`src/sv/alc_pkg.sv`:
```
// ----------------------------------------------------------------------------
// alc_pkg: shared types and constants for the line/cylinder clipper
// Line kind codes, register indexes, reset values of the configuration
// registers and the control flags that travel down the pipeline.
// ----------------------------------------------------------------------------
package alc_pkg;

    // line direction codes
    localparam logic [1:0] KIND_Z = 2'd0;
    localparam logic [1:0] KIND_Y = 2'd1;
    localparam logic [1:0] KIND_X = 2'd2;

    // configuration register indexes
    localparam logic [0:0] REG_RADIUS      = 1'b0;
    localparam logic [0:0] REG_HALF_HEIGHT = 1'b1;

    // reset values, Q8.8: radius 3.0, half-height 5.0
    localparam int RADIUS_RESET      = 768;
    localparam int HALF_HEIGHT_RESET = 1280;

    // per-line control flags carried alongside the data
    typedef struct packed {
        logic hit;   // line crosses the cylinder
        logic is_z;  // line runs along Z: extent is the half-height
    } line_ctl_t;

endpackage

```
`src/sv/alc_prep.sv`:
```
// ----------------------------------------------------------------------------
// alc_prep: front end of the clipper
// Three register stages: coordinate magnitudes, squares and range checks,
// then the radial test and the radicand for the half-extent root.
// ----------------------------------------------------------------------------
module alc_prep #(
    parameter int COORD_WIDTH = 16
) (
    input  logic                            clk,
    input  logic                            rst_n,
    input  logic                            up_valid,
    output logic                            up_ready,
    input  logic [1:0]                      kind,
    input  logic signed [COORD_WIDTH-1:0]   coord_a,
    input  logic signed [COORD_WIDTH-1:0]   coord_b,
    input  logic [COORD_WIDTH-2:0]          radius,
    input  logic [COORD_WIDTH-2:0]          half_height,
    output logic                            dn_valid,
    input  logic                            dn_ready,
    output alc_pkg::line_ctl_t              dn_ctl,
    output logic [2*COORD_WIDTH-3:0]        dn_num
);

    localparam int CW = COORD_WIDTH;

    logic rdy1;
    logic rdy2;
    logic rdy3;

    // stage 1: magnitudes
    logic              v1_reg;
    logic              is_z1_reg;
    logic              is_axis1_reg;
    logic [CW-1:0]     ma1_reg;
    logic [CW-1:0]     mb1_reg;
    logic [CW-1:0]     ma1_next;
    logic [CW-1:0]     mb1_next;

    // stage 2: squares and range checks
    logic              v2_reg;
    logic              is_z2_reg;
    logic              is_axis2_reg;
    logic              ma_ok2_reg;
    logic              mb_ok2_reg;
    logic [2*CW-1:0]   sqa2_reg;
    logic [2*CW-1:0]   sqb2_reg;
    logic [2*CW-3:0]   r2sq2_reg;
    logic [2*CW-1:0]   sqa2_next;
    logic [2*CW-1:0]   sqb2_next;
    logic [2*CW-3:0]   r2sq2_next;

    // stage 3: radial test and radicand
    logic                 v3_reg;
    alc_pkg::line_ctl_t   ctl3_reg;
    alc_pkg::line_ctl_t   ctl3_next;
    logic [2*CW-3:0]      num3_reg;
    logic [2*CW-3:0]      num3_next;
    logic [2*CW:0]        sum_sq;

    assign rdy3     = !v3_reg || dn_ready;
    assign rdy2     = !v2_reg || rdy3;
    assign rdy1     = !v1_reg || rdy2;
    assign up_ready = rdy1;

    always_comb
    begin
        ma1_next = coord_a[CW-1] ? (~coord_a + 1'b1) : coord_a;
        mb1_next = coord_b[CW-1] ? (~coord_b + 1'b1) : coord_b;
    end

    always_comb
    begin
        sqa2_next  = ma1_reg * ma1_reg;
        sqb2_next  = mb1_reg * mb1_reg;
        r2sq2_next = radius * radius;
    end

    always_comb
    begin
        sum_sq          = {1'b0, sqa2_reg} + {1'b0, sqb2_reg};
        // only meaningful when ma <= radius, which the hit flag demands
        num3_next       = r2sq2_reg - sqa2_reg[2*CW-3:0];
        ctl3_next.is_z  = is_z2_reg;
        ctl3_next.hit   = is_z2_reg ? (sum_sq <= {3'b000, r2sq2_reg})
                                    : (is_axis2_reg && ma_ok2_reg && mb_ok2_reg);
    end

    always_ff @(posedge clk or negedge rst_n)
    begin
        if (!rst_n)
        begin
            v1_reg <= 1'b0;
            v2_reg <= 1'b0;
            v3_reg <= 1'b0;
        end
        else
        begin
            if (rdy1)
            begin
                v1_reg <= up_valid;
            end
            if (rdy2)
            begin
                v2_reg <= v1_reg;
            end
            if (rdy3)
            begin
                v3_reg <= v2_reg;
            end
        end
    end

    always_ff @(posedge clk)
    begin
        if (rdy1)
        begin
            is_z1_reg    <= (kind == alc_pkg::KIND_Z);
            is_axis1_reg <= (kind == alc_pkg::KIND_Y) || (kind == alc_pkg::KIND_X);
            ma1_reg      <= ma1_next;
            mb1_reg      <= mb1_next;
        end
        if (rdy2)
        begin
            is_z2_reg    <= is_z1_reg;
            is_axis2_reg <= is_axis1_reg;
            ma_ok2_reg   <= (ma1_reg <= {1'b0, radius});
            mb_ok2_reg   <= (mb1_reg <= {1'b0, half_height});
            sqa2_reg     <= sqa2_next;
            sqb2_reg     <= sqb2_next;
            r2sq2_reg    <= r2sq2_next;
        end
        if (rdy3)
        begin
            ctl3_reg <= ctl3_next;
            num3_reg <= num3_next;
        end
    end

    assign dn_valid = v3_reg;
    assign dn_ctl   = ctl3_reg;
    assign dn_num   = num3_reg;

endmodule

```
`src/sv/alc_sqrt_stage.sv`:
```
// ----------------------------------------------------------------------------
// alc_sqrt_stage: one digit of the restoring integer square root
// Brings down the next two radicand bits, tries root*4+1 against the partial
// remainder and settles one root bit, then registers the result.
// ----------------------------------------------------------------------------
module alc_sqrt_stage #(
    parameter int ROOT_WIDTH = 15
) (
    input  logic                         clk,
    input  logic                         rst_n,
    input  logic                         up_valid,
    output logic                         up_ready,
    input  alc_pkg::line_ctl_t           up_ctl,
    input  logic [ROOT_WIDTH+1:0]        up_rem,
    input  logic [ROOT_WIDTH-1:0]        up_root,
    input  logic [2*ROOT_WIDTH-1:0]      up_num,
    output logic                         dn_valid,
    input  logic                         dn_ready,
    output alc_pkg::line_ctl_t           dn_ctl,
    output logic [ROOT_WIDTH+1:0]        dn_rem,
    output logic [ROOT_WIDTH-1:0]        dn_root,
    output logic [2*ROOT_WIDTH-1:0]      dn_num
);

    localparam int RW = ROOT_WIDTH;

    logic                 valid_reg;
    alc_pkg::line_ctl_t   ctl_reg;
    logic [RW+1:0]        rem_reg;
    logic [RW+1:0]        rem_next;
    logic [RW-1:0]        root_reg;
    logic [RW-1:0]        root_next;
    logic [2*RW-1:0]      num_reg;
    logic [RW+1:0]        rem_shift;
    logic [RW+1:0]        trial;
    logic                 rdy;

    assign rdy      = !valid_reg || dn_ready;
    assign up_ready = rdy;

    always_comb
    begin
        rem_shift = {up_rem[RW-1:0], up_num[2*RW-1:2*RW-2]};
        trial     = {up_root, 2'b01};
        if (rem_shift >= trial)
        begin
            rem_next  = rem_shift - trial;
            root_next = {up_root[RW-2:0], 1'b1};
        end
        else
        begin
            rem_next  = rem_shift;
            root_next = {up_root[RW-2:0], 1'b0};
        end
    end

    always_ff @(posedge clk or negedge rst_n)
    begin
        if (!rst_n)
        begin
            valid_reg <= 1'b0;
        end
        else if (rdy)
        begin
            valid_reg <= up_valid;
        end
    end

    always_ff @(posedge clk)
    begin
        if (rdy)
        begin
            ctl_reg  <= up_ctl;
            rem_reg  <= rem_next;
            root_reg <= root_next;
            num_reg  <= {up_num[2*RW-3:0], 2'b00};
        end
    end

    assign dn_valid = valid_reg;
    assign dn_ctl   = ctl_reg;
    assign dn_rem   = rem_reg;
    assign dn_root  = root_reg;
    assign dn_num   = num_reg;

endmodule

```
`src/sv/axis_line_cylinder_clip.sv`:
```
// ----------------------------------------------------------------------------
// axis_line_cylinder_clip: clips an axis-aligned line against a Z cylinder
// Each square-root digit has its own stage, after the prep stages.
// Throughput: one line per cycle while the output is not stalled.
// Stages advance independently, so bubbles close up behind a stalled output.
// Reset clears every valid bit and loads radius 3.0 and half-height 5.0.
// ----------------------------------------------------------------------------
module axis_line_cylinder_clip #(
    parameter int COORD_WIDTH = 16
) (
    input  logic                            clk,
    input  logic                            rst_n,
    input  logic                            cfg_wr_en,
    input  logic [0:0]                      cfg_index,
    input  logic [COORD_WIDTH-2:0]          cfg_data,
    input  logic                            in_valid,
    output logic                            in_stall,
    input  logic [1:0]                      kind,
    input  logic signed [COORD_WIDTH-1:0]   coord_a,
    input  logic signed [COORD_WIDTH-1:0]   coord_b,
    output logic                            out_valid,
    input  logic                            out_stall,
    output logic                            valid_res,
    output logic signed [COORD_WIDTH-1:0]   seg_start,
    output logic [COORD_WIDTH-1:0]          seg_length
);

    localparam int CW = COORD_WIDTH;
    localparam int RW = COORD_WIDTH - 1;

    logic [CW-2:0]        radius_reg;
    logic [CW-2:0]        half_height_reg;

    logic                 in_ready;
    logic                 st_valid [0:RW];
    logic                 st_ready [0:RW];
    alc_pkg::line_ctl_t   st_ctl   [0:RW];
    logic [RW+1:0]        st_rem   [0:RW];
    logic [RW-1:0]        st_root  [0:RW];
    logic [2*RW-1:0]      st_num   [0:RW];

    logic                 out_valid_reg;
    logic                 valid_res_reg;
    logic [CW-1:0]        seg_start_reg;
    logic [CW-1:0]        seg_length_reg;
    logic [CW-1:0]        ext;
    logic [CW-1:0]        seg_start_next;
    logic [CW-1:0]        seg_length_next;
    logic                 out_ready;

    // configuration registers
    always_ff @(posedge clk or negedge rst_n)
    begin
        if (!rst_n)
        begin
            radius_reg      <= (CW-1)'(alc_pkg::RADIUS_RESET);
            half_height_reg <= (CW-1)'(alc_pkg::HALF_HEIGHT_RESET);
        end
        else if (cfg_wr_en)
        begin
            if (cfg_index == alc_pkg::REG_RADIUS)
            begin
                radius_reg <= cfg_data;
            end
            else if (cfg_index == alc_pkg::REG_HALF_HEIGHT)
            begin
                half_height_reg <= cfg_data;
            end
        end
    end

    assign in_stall = !in_ready;

    alc_prep #(
        .COORD_WIDTH (CW)
    ) u_prep (
        .clk         (clk),
        .rst_n       (rst_n),
        .up_valid    (in_valid),
        .up_ready    (in_ready),
        .kind        (kind),
        .coord_a     (coord_a),
        .coord_b     (coord_b),
        .radius      (radius_reg),
        .half_height (half_height_reg),
        .dn_valid    (st_valid[0]),
        .dn_ready    (st_ready[0]),
        .dn_ctl      (st_ctl[0]),
        .dn_num      (st_num[0])
    );

    assign st_rem[0]  = '0;
    assign st_root[0] = '0;

    // one root digit per stage, most significant first
    for (genvar k = 0; k < RW; k++)
    begin : g_sqrt
        alc_sqrt_stage #(
            .ROOT_WIDTH (RW)
        ) u_stage (
            .clk      (clk),
            .rst_n    (rst_n),
            .up_valid (st_valid[k]),
            .up_ready (st_ready[k]),
            .up_ctl   (st_ctl[k]),
            .up_rem   (st_rem[k]),
            .up_root  (st_root[k]),
            .up_num   (st_num[k]),
            .dn_valid (st_valid[k+1]),
            .dn_ready (st_ready[k+1]),
            .dn_ctl   (st_ctl[k+1]),
            .dn_rem   (st_rem[k+1]),
            .dn_root  (st_root[k+1]),
            .dn_num   (st_num[k+1])
        );
    end

    // output register
    assign out_ready     = !out_valid_reg || !out_stall;
    assign st_ready[RW]  = out_ready;

    always_comb
    begin
        ext = st_ctl[RW].is_z ? {1'b0, half_height_reg} : {1'b0, st_root[RW]};
        if (st_ctl[RW].hit)
        begin
            seg_start_next  = ~ext + 1'b1;
            seg_length_next = {ext[CW-2:0], 1'b0};
        end
        else
        begin
            seg_start_next  = '0;
            seg_length_next = '0;
        end
    end

    always_ff @(posedge clk or negedge rst_n)
    begin
        if (!rst_n)
        begin
            out_valid_reg <= 1'b0;
        end
        else if (out_ready)
        begin
            out_valid_reg <= st_valid[RW];
        end
    end

    always_ff @(posedge clk)
    begin
        if (out_ready)
        begin
            valid_res_reg  <= st_ctl[RW].hit;
            seg_start_reg  <= seg_start_next;
            seg_length_reg <= seg_length_next;
        end
    end

    assign out_valid  = out_valid_reg;
    assign valid_res  = valid_res_reg;
    assign seg_start  = seg_start_reg;
    assign seg_length = seg_length_reg;

    // an empty output register lets the whole pipeline advance
    a_no_stall_when_drained: assert property (@(posedge clk) disable iff (!rst_n)
        !out_valid |-> !in_stall)
        else $error("input stalled while output register empty");

    // a miss carries a zero segment
    a_miss_is_zero: assert property (@(posedge clk) disable iff (!rst_n)
        (out_valid && !valid_res) |-> (seg_start == '0 && seg_length == '0))
        else $error("non-zero segment on a miss");

    // the segment is centred on the origin
    a_centred: assert property (@(posedge clk) disable iff (!rst_n)
        (out_valid && valid_res) |->
            ((CW'($unsigned(seg_start)) + (seg_length >> 1)) == CW'(0)))
        else $error("segment start is not minus half the length");

    // the half-extent root never exceeds the radius
    a_root_in_range: assert property (@(posedge clk) disable iff (!rst_n)
        (st_valid[RW] && st_ctl[RW].hit && !st_ctl[RW].is_z) |->
            (st_root[RW] <= radius_reg))
        else $error("half-extent larger than radius");

endmodule
```
`config.mk`:
```
export PLATFORM = sky130hd
export DESIGN_NAME = axis_line_cylinder_clip
export DESIGN_NICKNAME = d
export VERILOG_FILES = /design/src/sv/alc_pkg.sv /design/src/sv/alc_prep.sv /design/src/sv/alc_sqrt_stage.sv /design/src/sv/axis_line_cylinder_clip.sv
export SDC_FILE = /design/constraint.sdc
export NUM_CORES = 2
export LEC_CHECK = 0
export ABC_CLOCK_PERIOD_IN_PS = 7500
export BUFFER_PORTS_ARGS = -buffer_cell sky130_fd_sc_hd__buf_2
export CAP_MARGIN = 25
export CORE_UTILIZATION = 66
export CTS_BUF_LIST = sky130_fd_sc_hd__clkbuf_4 sky130_fd_sc_hd__clkbuf_8
export CTS_CLUSTER_SIZE = 10
export DETAILED_ROUTE_END_ITERATION = 10
export PLACE_DENSITY = 0.9
export SLEW_MARGIN = 20
export SYNTH_ARGS = -nofsm -noshare
export SYNTH_HDL_FRONTEND = slang
export SYNTH_SLANG_ARGS = --single-unit
```
`constraint.sdc`:
```
create_clock -name clk -period 7.5 [get_ports clk]
set_clock_uncertainty 0.1 [all_clocks]
set_input_delay 0.75 -clock clk [delete_from_list [all_inputs] [get_ports clk]]
set_output_delay 0.75 -clock clk [all_outputs]
set_load 0.05 [all_outputs]
```
Word-level counts from Yosys, hierarchy flattened
Index checks and enable logic that the tools add are counted.
{"block": "totals", "elab_cells": 240, "out_inout_bits": 35, "ff_bits": 804, "in_bits": 55}
{"block": "classes", "n_eq_ne": 2, "n_mul": 3, "mux": 33, "reduce_logical": 46, "bitwise_logic": 4, "n_addsub": 19, "order_cmp": 18}
{"operator": "15-bit two-way mux", "n": 16}
{"operator": "16-bit by 16-bit multiplier with 32-bit output", "n": 2}
{"operator": "16-bit by 1-bit adder with 16-bit output (second input constant)", "n": 3}
{"operator": "32-bit by 32-bit adder with 33-bit output", "n": 1}
{"operator": "33-bit by 30-bit less-or-equal comparator with 1-bit output", "n": 1}
{"operator": "16-bit by 15-bit less-or-equal comparator with 1-bit output", "n": 2}
{"operator": "16-bit inverter", "n": 2}
{"operator": "15-bit by 15-bit multiplier with 30-bit output", "n": 1}
{"operator": "30-bit subtractor", "n": 1}
{"operator": "1-bit zero test", "n": 21}
{"operator": "1-bit logical OR", "n": 20}
{"operator": "17-bit by 10-bit greater-or-equal comparator with 1-bit output", "n": 1}
{"operator": "17-bit by 11-bit greater-or-equal comparator with 1-bit output", "n": 1}
{"operator": "17-bit by 12-bit greater-or-equal comparator with 1-bit output", "n": 1}
{"operator": "17-bit by 13-bit greater-or-equal comparator with 1-bit output", "n": 1}
{"operator": "17-bit by 14-bit greater-or-equal comparator with 1-bit output", "n": 1}
{"operator": "17-bit by 15-bit greater-or-equal comparator with 1-bit output", "n": 1}
{"operator": "17-bit by 16-bit greater-or-equal comparator with 1-bit output", "n": 1}
{"operator": "17-bit by 3-bit greater-or-equal comparator with 1-bit output", "n": 1}
{"operator": "17-bit by 4-bit greater-or-equal comparator with 1-bit output", "n": 1}
{"operator": "17-bit by 5-bit greater-or-equal comparator with 1-bit output", "n": 1}
{"operator": "17-bit by 6-bit greater-or-equal comparator with 1-bit output", "n": 1}
{"operator": "17-bit by 7-bit greater-or-equal comparator with 1-bit output", "n": 1}
{"operator": "17-bit by 8-bit greater-or-equal comparator with 1-bit output", "n": 1}
{"operator": "other kinds (25)", "n": 42}

Depth between registers and ports, before layout
{"block": "depth", "word_depth": 21, "depth_mapped": 26, "depth_no_buf": 24}

Modules after synthesis
A second synthesis with hierarchy kept.
{"block": "hier_totals", "cells_unflattened": 7228, "hier_area_um2": 81916.1}
{"mod": "alc_sqrt_stage", "area_per_inst_um2": 3235.6, "cells_per_inst": 253, "n_inst": 15, "seq_area_each_um2": 1886.8}
{"mod": "alc_prep", "area_per_inst_um2": 30489.2, "cells_per_inst": 3223, "n_inst": 1, "seq_area_each_um2": 4909.7}
{"mod": "axis_line_cylinder_clip", "area_per_inst_um2": 2892.8, "cells_per_inst": 210, "n_inst": 1, "seq_area_each_um2": 1711.6}

Worst setup path after synthesis
No wires, ideal clock.
{"block": "synth_path", "kind": "register -> register", "startpoint": "register u_prep.ma1_reg[1]", "endpoint": "register u_prep.sqa2_reg[29] (data pin)", "setup_time_ns": 0.273, "path_slack_ns": 0.833, "n_path_buf": 2, "synth_period_minus_slack_ns": 6.667, "path_stages_with_launch": 25, "arrival_ns": 6.294, "cell_sequence": "edfxtp_1 -> clkbuf_1 -> clkbuf_1 -> and2_1 -> fa_1 -> inv_1 -> fa_1 -> inv_1 -> fa_1 -> inv_1 -> fa_1 -> inv_1 -> fa_1 -> inv_1 -> fa_1 -> inv_1 -> ha_1 -> and3_1 -> a31oi_1 -> a21oi_1 -> a31oi_1 -> o21ai_1 -> a311oi_1 -> mux2i_1 -> o2111ai_1"}
{"block": "synth_via", "elab_chain_len": 1}
{"element": "from (decl)", "line": "alc_prep.sv:34", "rtl": "logic [CW-1:0] ma1_reg;"}
{"element": "from (signal assigned)", "line": "alc_prep.sv:119", "rtl": "ma1_reg <= ma1_next;"}
{"element": "16-bit by 16-bit multiplier with 32-bit output", "line": "alc_prep.sv:73", "rtl": "sqa2_next = ma1_reg * ma1_reg;"}
{"element": "via u_prep.sqa2_next[29]", "line": "alc_prep.sv:48", "rtl": "logic [2*CW-1:0] sqa2_next;"}
{"element": "to (signal assigned)", "line": "alc_prep.sv:128", "rtl": "sqa2_reg <= sqa2_next;"}
{"element": "to (decl)", "line": "alc_prep.sv:45", "rtl": "logic [2*CW-1:0] sqa2_reg;"}
The timed path passes the listed nets, and every way through them passes these cells.
A chain may end at the register's enable or synchronous reset.

Worst setup path in the final report
{"block": "layout_path", "startpoint": "register u_prep.mb1_reg[8]", "endpoint": "register u_prep.sqb2_reg[30] (data pin)"}
{"block": "layout_via", "elab_chain_len": 1}
{"element": "from (decl)", "line": "alc_prep.sv:35", "rtl": "logic [CW-1:0] mb1_reg;"}
{"element": "from (signal assigned)", "line": "alc_prep.sv:120", "rtl": "mb1_reg <= mb1_next;"}
{"element": "16-bit by 16-bit multiplier with 32-bit output", "line": "alc_prep.sv:74", "rtl": "sqb2_next = mb1_reg * mb1_reg;"}
{"element": "via u_prep.sqb2_next[30]", "line": "alc_prep.sv:49", "rtl": "logic [2*CW-1:0] sqb2_next;"}
{"element": "to (signal assigned)", "line": "alc_prep.sv:129", "rtl": "sqb2_reg <= sqb2_next;"}
{"element": "to (decl)", "line": "alc_prep.sv:46", "rtl": "logic [2*CW-1:0] sqb2_reg;"}
The timed path passes the listed nets, and every way through them passes these cells.

==> impl_metrics.env <==
export IMPL_post_drt_wl_per_cell_um=20.1
export IMPL_syn_avg_cell_area_um2=11.0
export IMPL_final_period_utilization_pct=96.2
export IMPL_cp_slowest_stage_delay_ns=0.77
export IMPL_port_buffers=88
export IMPL_cts_clk_slew_worst_paths_ns=0.06
export IMPL_crit_path_cell_trace="nand2_1, fa_1, inv_1, fa_1, inv_1, fa_1, inv_1, fa_1, fa_1, inv_1, fa_1, inv_1, ha_1, a21oi_1, o211ai_1, a221oi_1, o211ai_1, nor3_1, nor3_1, or3_1, a21oi_1, xnor2_1"
export IMPL_via_count=39804
export IMPL_timing_max_cap_violations=0
export IMPL_grt_max_degree=75
export IMPL_max_root_sink_buffers=3
export IMPL_grt_setup_unrepaired="false"
export IMPL_postSynthCellCount=5261
export IMPL_run_status="completed"
export IMPL_detail_route_wirelength_um=135000
export IMPL_top_level_ports=90
export IMPL_cts_sinks=790
export IMPL_worst_path_stages=22
export IMPL_chipHeight_um=299
export IMPL_placementRows=108
export IMPL_timing_slew_headroom_pct=35.5
export IMPL_drt_pass1_iter_count=5
export IMPL_worstPathRequired_ns=7.94
export IMPL_grt_first_pass_wirelength_um=215000
export IMPL_critPathKind="reg2reg"
export IMPL_die_area_um2=89100
export IMPL_post_route_min_period_ns=7.22
export IMPL_rr_worst_depth=22
export IMPL_synth_top_cells_by_area="sky130_fd_sc_hd__edfxtp_1 (38%), sky130_fd_sc_hd__fa_1 (16%), sky130_fd_sc_hd__ha_1 (12%)"
export IMPL_timing_fmax_mhz=139
export IMPL_tightestPinTransition_ns=0.943
export IMPL_drc=0
export IMPL_initial_utilization_pct=66.8
export IMPL_global_route_usage_total_pct=30.9
export IMPL_synthesis_area_um2=58000
export IMPL_worst_ep_arrival_time_ns=7.65
export IMPL_timing_hold_worst_class="in2reg"
export IMPL_synth_enable_flop_cells=741
export IMPL_totalNegativeSetupSlack_ns=0
export IMPL_congestion_overflow_gr=0
export IMPL_largest_register_ff_count=210
export IMPL_cts_max_level=4
export IMPL_cts_inserted_buffers=132
export IMPL_netlist_cell_type_count=80
export IMPL_synth_top_area_share_pct=38.3
export IMPL_hold_violations=0
export IMPL_synthTopCellsByCount="sky130_fd_sc_hd__inv_1 (986), sky130_fd_sc_hd__edfxtp_1 (741), sky130_fd_sc_hd__ha_1 (546), sky130_fd_sc_hd__fa_1 (466), sky130_fd_sc_hd__nand2_1 (384)"
export IMPL_dpl_hpwl_um=101000
export IMPL_critical_path_top_delay_cell="sky130_fd_sc_hd__edfxtp_1"
export IMPL_antenna_found_initial=4
export IMPL_path_max_fanout=15
export IMPL_worstPathBufferInverterCount=5
export IMPL_tritoncts="yes"
export IMPL_synth_ff_type="sky130_fd_sc_hd__edfxtp_1"
export IMPL_setup_viol=0
export IMPL_syn2layout_area_growth_pct=8.13
export IMPL_antenna_violating_nets_post_route=0
export IMPL_clock_root_buffer="sky130_fd_sc_hd__clkbuf_8"
export IMPL_post_route_cells_drive_above_1_share_pct=8.60
export IMPL_critPathTopFamily="adder cells"
export IMPL_hold_path_depth=3
export IMPL_place_gp_congestion=0.942
export IMPL_drt_iter0_drc=3287
export IMPL_nNetsFinal=6518
export IMPL_postCtsResizedCells=0
export IMPL_critical_path_most_common_cell="sky130_fd_sc_hd__fa_1"
export IMPL_worst_skew_pair_late_latency_ns=0.80
export IMPL_async_flop_share_pct=6.20
export IMPL_vias_per_cell=5.94
export IMPL_synth_seq_cells=790
export IMPL_post_synth_top_count_cell="sky130_fd_sc_hd__inv_1"
export IMPL_fillerInstances=5401
export IMPL_critPathLaunchType="flop"
export IMPL_synth_area_leader_cell="sky130_fd_sc_hd__edfxtp_1"
export IMPL_final_max_slew_violation_count=0
export IMPL_vias_in_the_first_global_route=42084
export IMPL_synth_warnings=0
export IMPL_die_width_um=299
export IMPL_synth_yosys_seq_area_share_pct=40.5
export IMPL_coreArea_um2=86900
export IMPL_cp_end_kind="flop"
-- final timing paths --
check,from,endpoint,slack (ns)
hold reg to reg,g_sqrt[9].u_stage.dn_num[25],g_sqrt[10].u_stage.dn_num[27],0.29
min in group asynchronous,rst_n,radius_reg[11],0.54
hold / removal,cfg_data[9],radius_reg[9],0.09
setup / recovery,u_prep.mb1_reg[8],u_prep.sqb2_reg[30],0.28
setup reg to reg,u_prep.mb1_reg[8],u_prep.sqb2_reg[30],0.28
max in group asynchronous,rst_n,g_sqrt[4].u_stage.dn_valid,6.28
-- worst register-to-register path: stages (launching register included) --
cell	delay (ns)
sky130_fd_sc_hd__edfxtp_1	0.77
sky130_fd_sc_hd__nand2_1	0.21
sky130_fd_sc_hd__fa_1	0.52
sky130_fd_sc_hd__inv_1	0.05
sky130_fd_sc_hd__fa_1	0.50
sky130_fd_sc_hd__inv_1	0.05
sky130_fd_sc_hd__fa_1	0.47
sky130_fd_sc_hd__inv_1	0.06
sky130_fd_sc_hd__fa_1	0.44
sky130_fd_sc_hd__fa_1	0.51
sky130_fd_sc_hd__inv_1	0.06
sky130_fd_sc_hd__fa_1	0.52
sky130_fd_sc_hd__inv_1	0.04
sky130_fd_sc_hd__ha_1	0.43
sky130_fd_sc_hd__a21oi_1	0.27
sky130_fd_sc_hd__o211ai_1	0.14
sky130_fd_sc_hd__a221oi_1	0.48
sky130_fd_sc_hd__o211ai_1	0.18
sky130_fd_sc_hd__nor3_1	0.37
sky130_fd_sc_hd__nor3_1	0.16
sky130_fd_sc_hd__or3_1	0.37
sky130_fd_sc_hd__a21oi_1	0.19
sky130_fd_sc_hd__xnor2_1	0.08
-- cell families (layout without fill, tap and decap cells) --
group | Yosys count | after routing | share of synthesized area, %
AND/OR/NAND/NOR | 1225 | 1225 | 10.3
buffers and inverters | 1100 | 1386 | 7.16
adder cells (fa/ha/maj) | 1012 | 1012 | 27.8
flip-flops | 790 | 790 | 40.5
AO/OA/AOI/OAI | 757 | 757 | 8.24
XOR/XNOR | 305 | 305 | 4.60
multiplexers | 71 | 71 | 1.37
other | 1 | 4 | 0.00646
-- placed cells by master (no fill, tap or decap), types with 21 or more instances in the layout --
cell                       Yosys  final
sky130_fd_sc_hd__a21oi_1     227    227
sky130_fd_sc_hd__nand4_1      40     40
sky130_fd_sc_hd__clkbuf_8      0    139
sky130_fd_sc_hd__nor2_1      255    254
sky130_fd_sc_hd__nand2b_1     65     65
sky130_fd_sc_hd__and2_1      116    116
sky130_fd_sc_hd__or3_1        30     30
sky130_fd_sc_hd__nor2b_1      68     68
sky130_fd_sc_hd__a31oi_1      24     24
sky130_fd_sc_hd__clkinv_2      0     22
sky130_fd_sc_hd__mux2i_1      23     23
sky130_fd_sc_hd__o31ai_1      23     23
sky130_fd_sc_hd__nor3_1       75     75
sky130_fd_sc_hd__edfxtp_1    741    741
sky130_fd_sc_hd__o211ai_1     23     23
sky130_fd_sc_hd__nand3_1      65     63
sky130_fd_sc_hd__a21o_1       86     86
sky130_fd_sc_hd__o21bai_1     23     23
sky130_fd_sc_hd__nand2_1     384    382
sky130_fd_sc_hd__buf_4         2     70
sky130_fd_sc_hd__clkinv_1      7     25
sky130_fd_sc_hd__fa_1        466    466
sky130_fd_sc_hd__dfrtp_1      45     45
sky130_fd_sc_hd__xor2_1       92     92
sky130_fd_sc_hd__nor4_1       21     21
sky130_fd_sc_hd__inv_1       986    986
sky130_fd_sc_hd__ha_1        546    546
sky130_fd_sc_hd__mux2_2       41     41
sky130_fd_sc_hd__o21ai_0     170    170
sky130_fd_sc_hd__and3_1       25     25
sky130_fd_sc_hd__xnor2_1     213    213
sky130_fd_sc_hd__or2_2        30     30
sky130_fd_sc_hd__clkbuf_4      0     30
sky130_fd_sc_hd__a211oi_1     21     21
sky130_fd_sc_hd__buf_2         3     88
sky130_fd_sc_hd__o21a_1       72     72
-- through the flow --
step	utilization, %	worst slack, ns	cells	area, µm²	hold slack (ns)
2_1_floorplan	-	0.833	5262	58100	0.300
3_3_place_gp	69.1	0.587	6464	60000	0.300
3_5_place_dp	69.1	0.375	6465	60000	0.305
4_1_cts	72.1	0.381	6697	62700	0.0340
5_1_grt	72.2	0.0511	6705	62800	0.0561
6_report	72.2	0.285	6705	62800	0.0876
-- cell type report --
type / instances / area [µm²] / share of cell area [%]
antenna: 2 / 5.00 / 0.00797
multi-input combinational: 3372 / 30400 / 48.5
clock buffer: 169 / 2140 / 3.41
inverter: 994 / 3730 / 5.94
tap: 1155 / 1450 / 2.30
timing repair buffer: 161 / 1020 / 1.62
clock inverter: 62 / 504 / 0.803
sequential: 790 / 23500 / 37.4
-- layer usage --
metal  share of wire, %  vias up  track usage (%)  wire length, µm
li1                   -    18006                -                -
met1                 36    19368             35.2            48000
met2                 50     1885             53.1            67400
met3                7.2      543             5.68             9680
met4                7.3        2             20.5             9860
met5             0.0052        -                0                7
-- what timing repair did --
action,in CTS,in global routing
buffers inserted,0,5
endpoints found under the hold margin,45,0
endpoints found under the setup margin,0,2
hold buffers,1,0
Power is left out: the tool's default activity adds up to more than one toggle a clock period on the data nets, which glitch-free logic cannot reach.
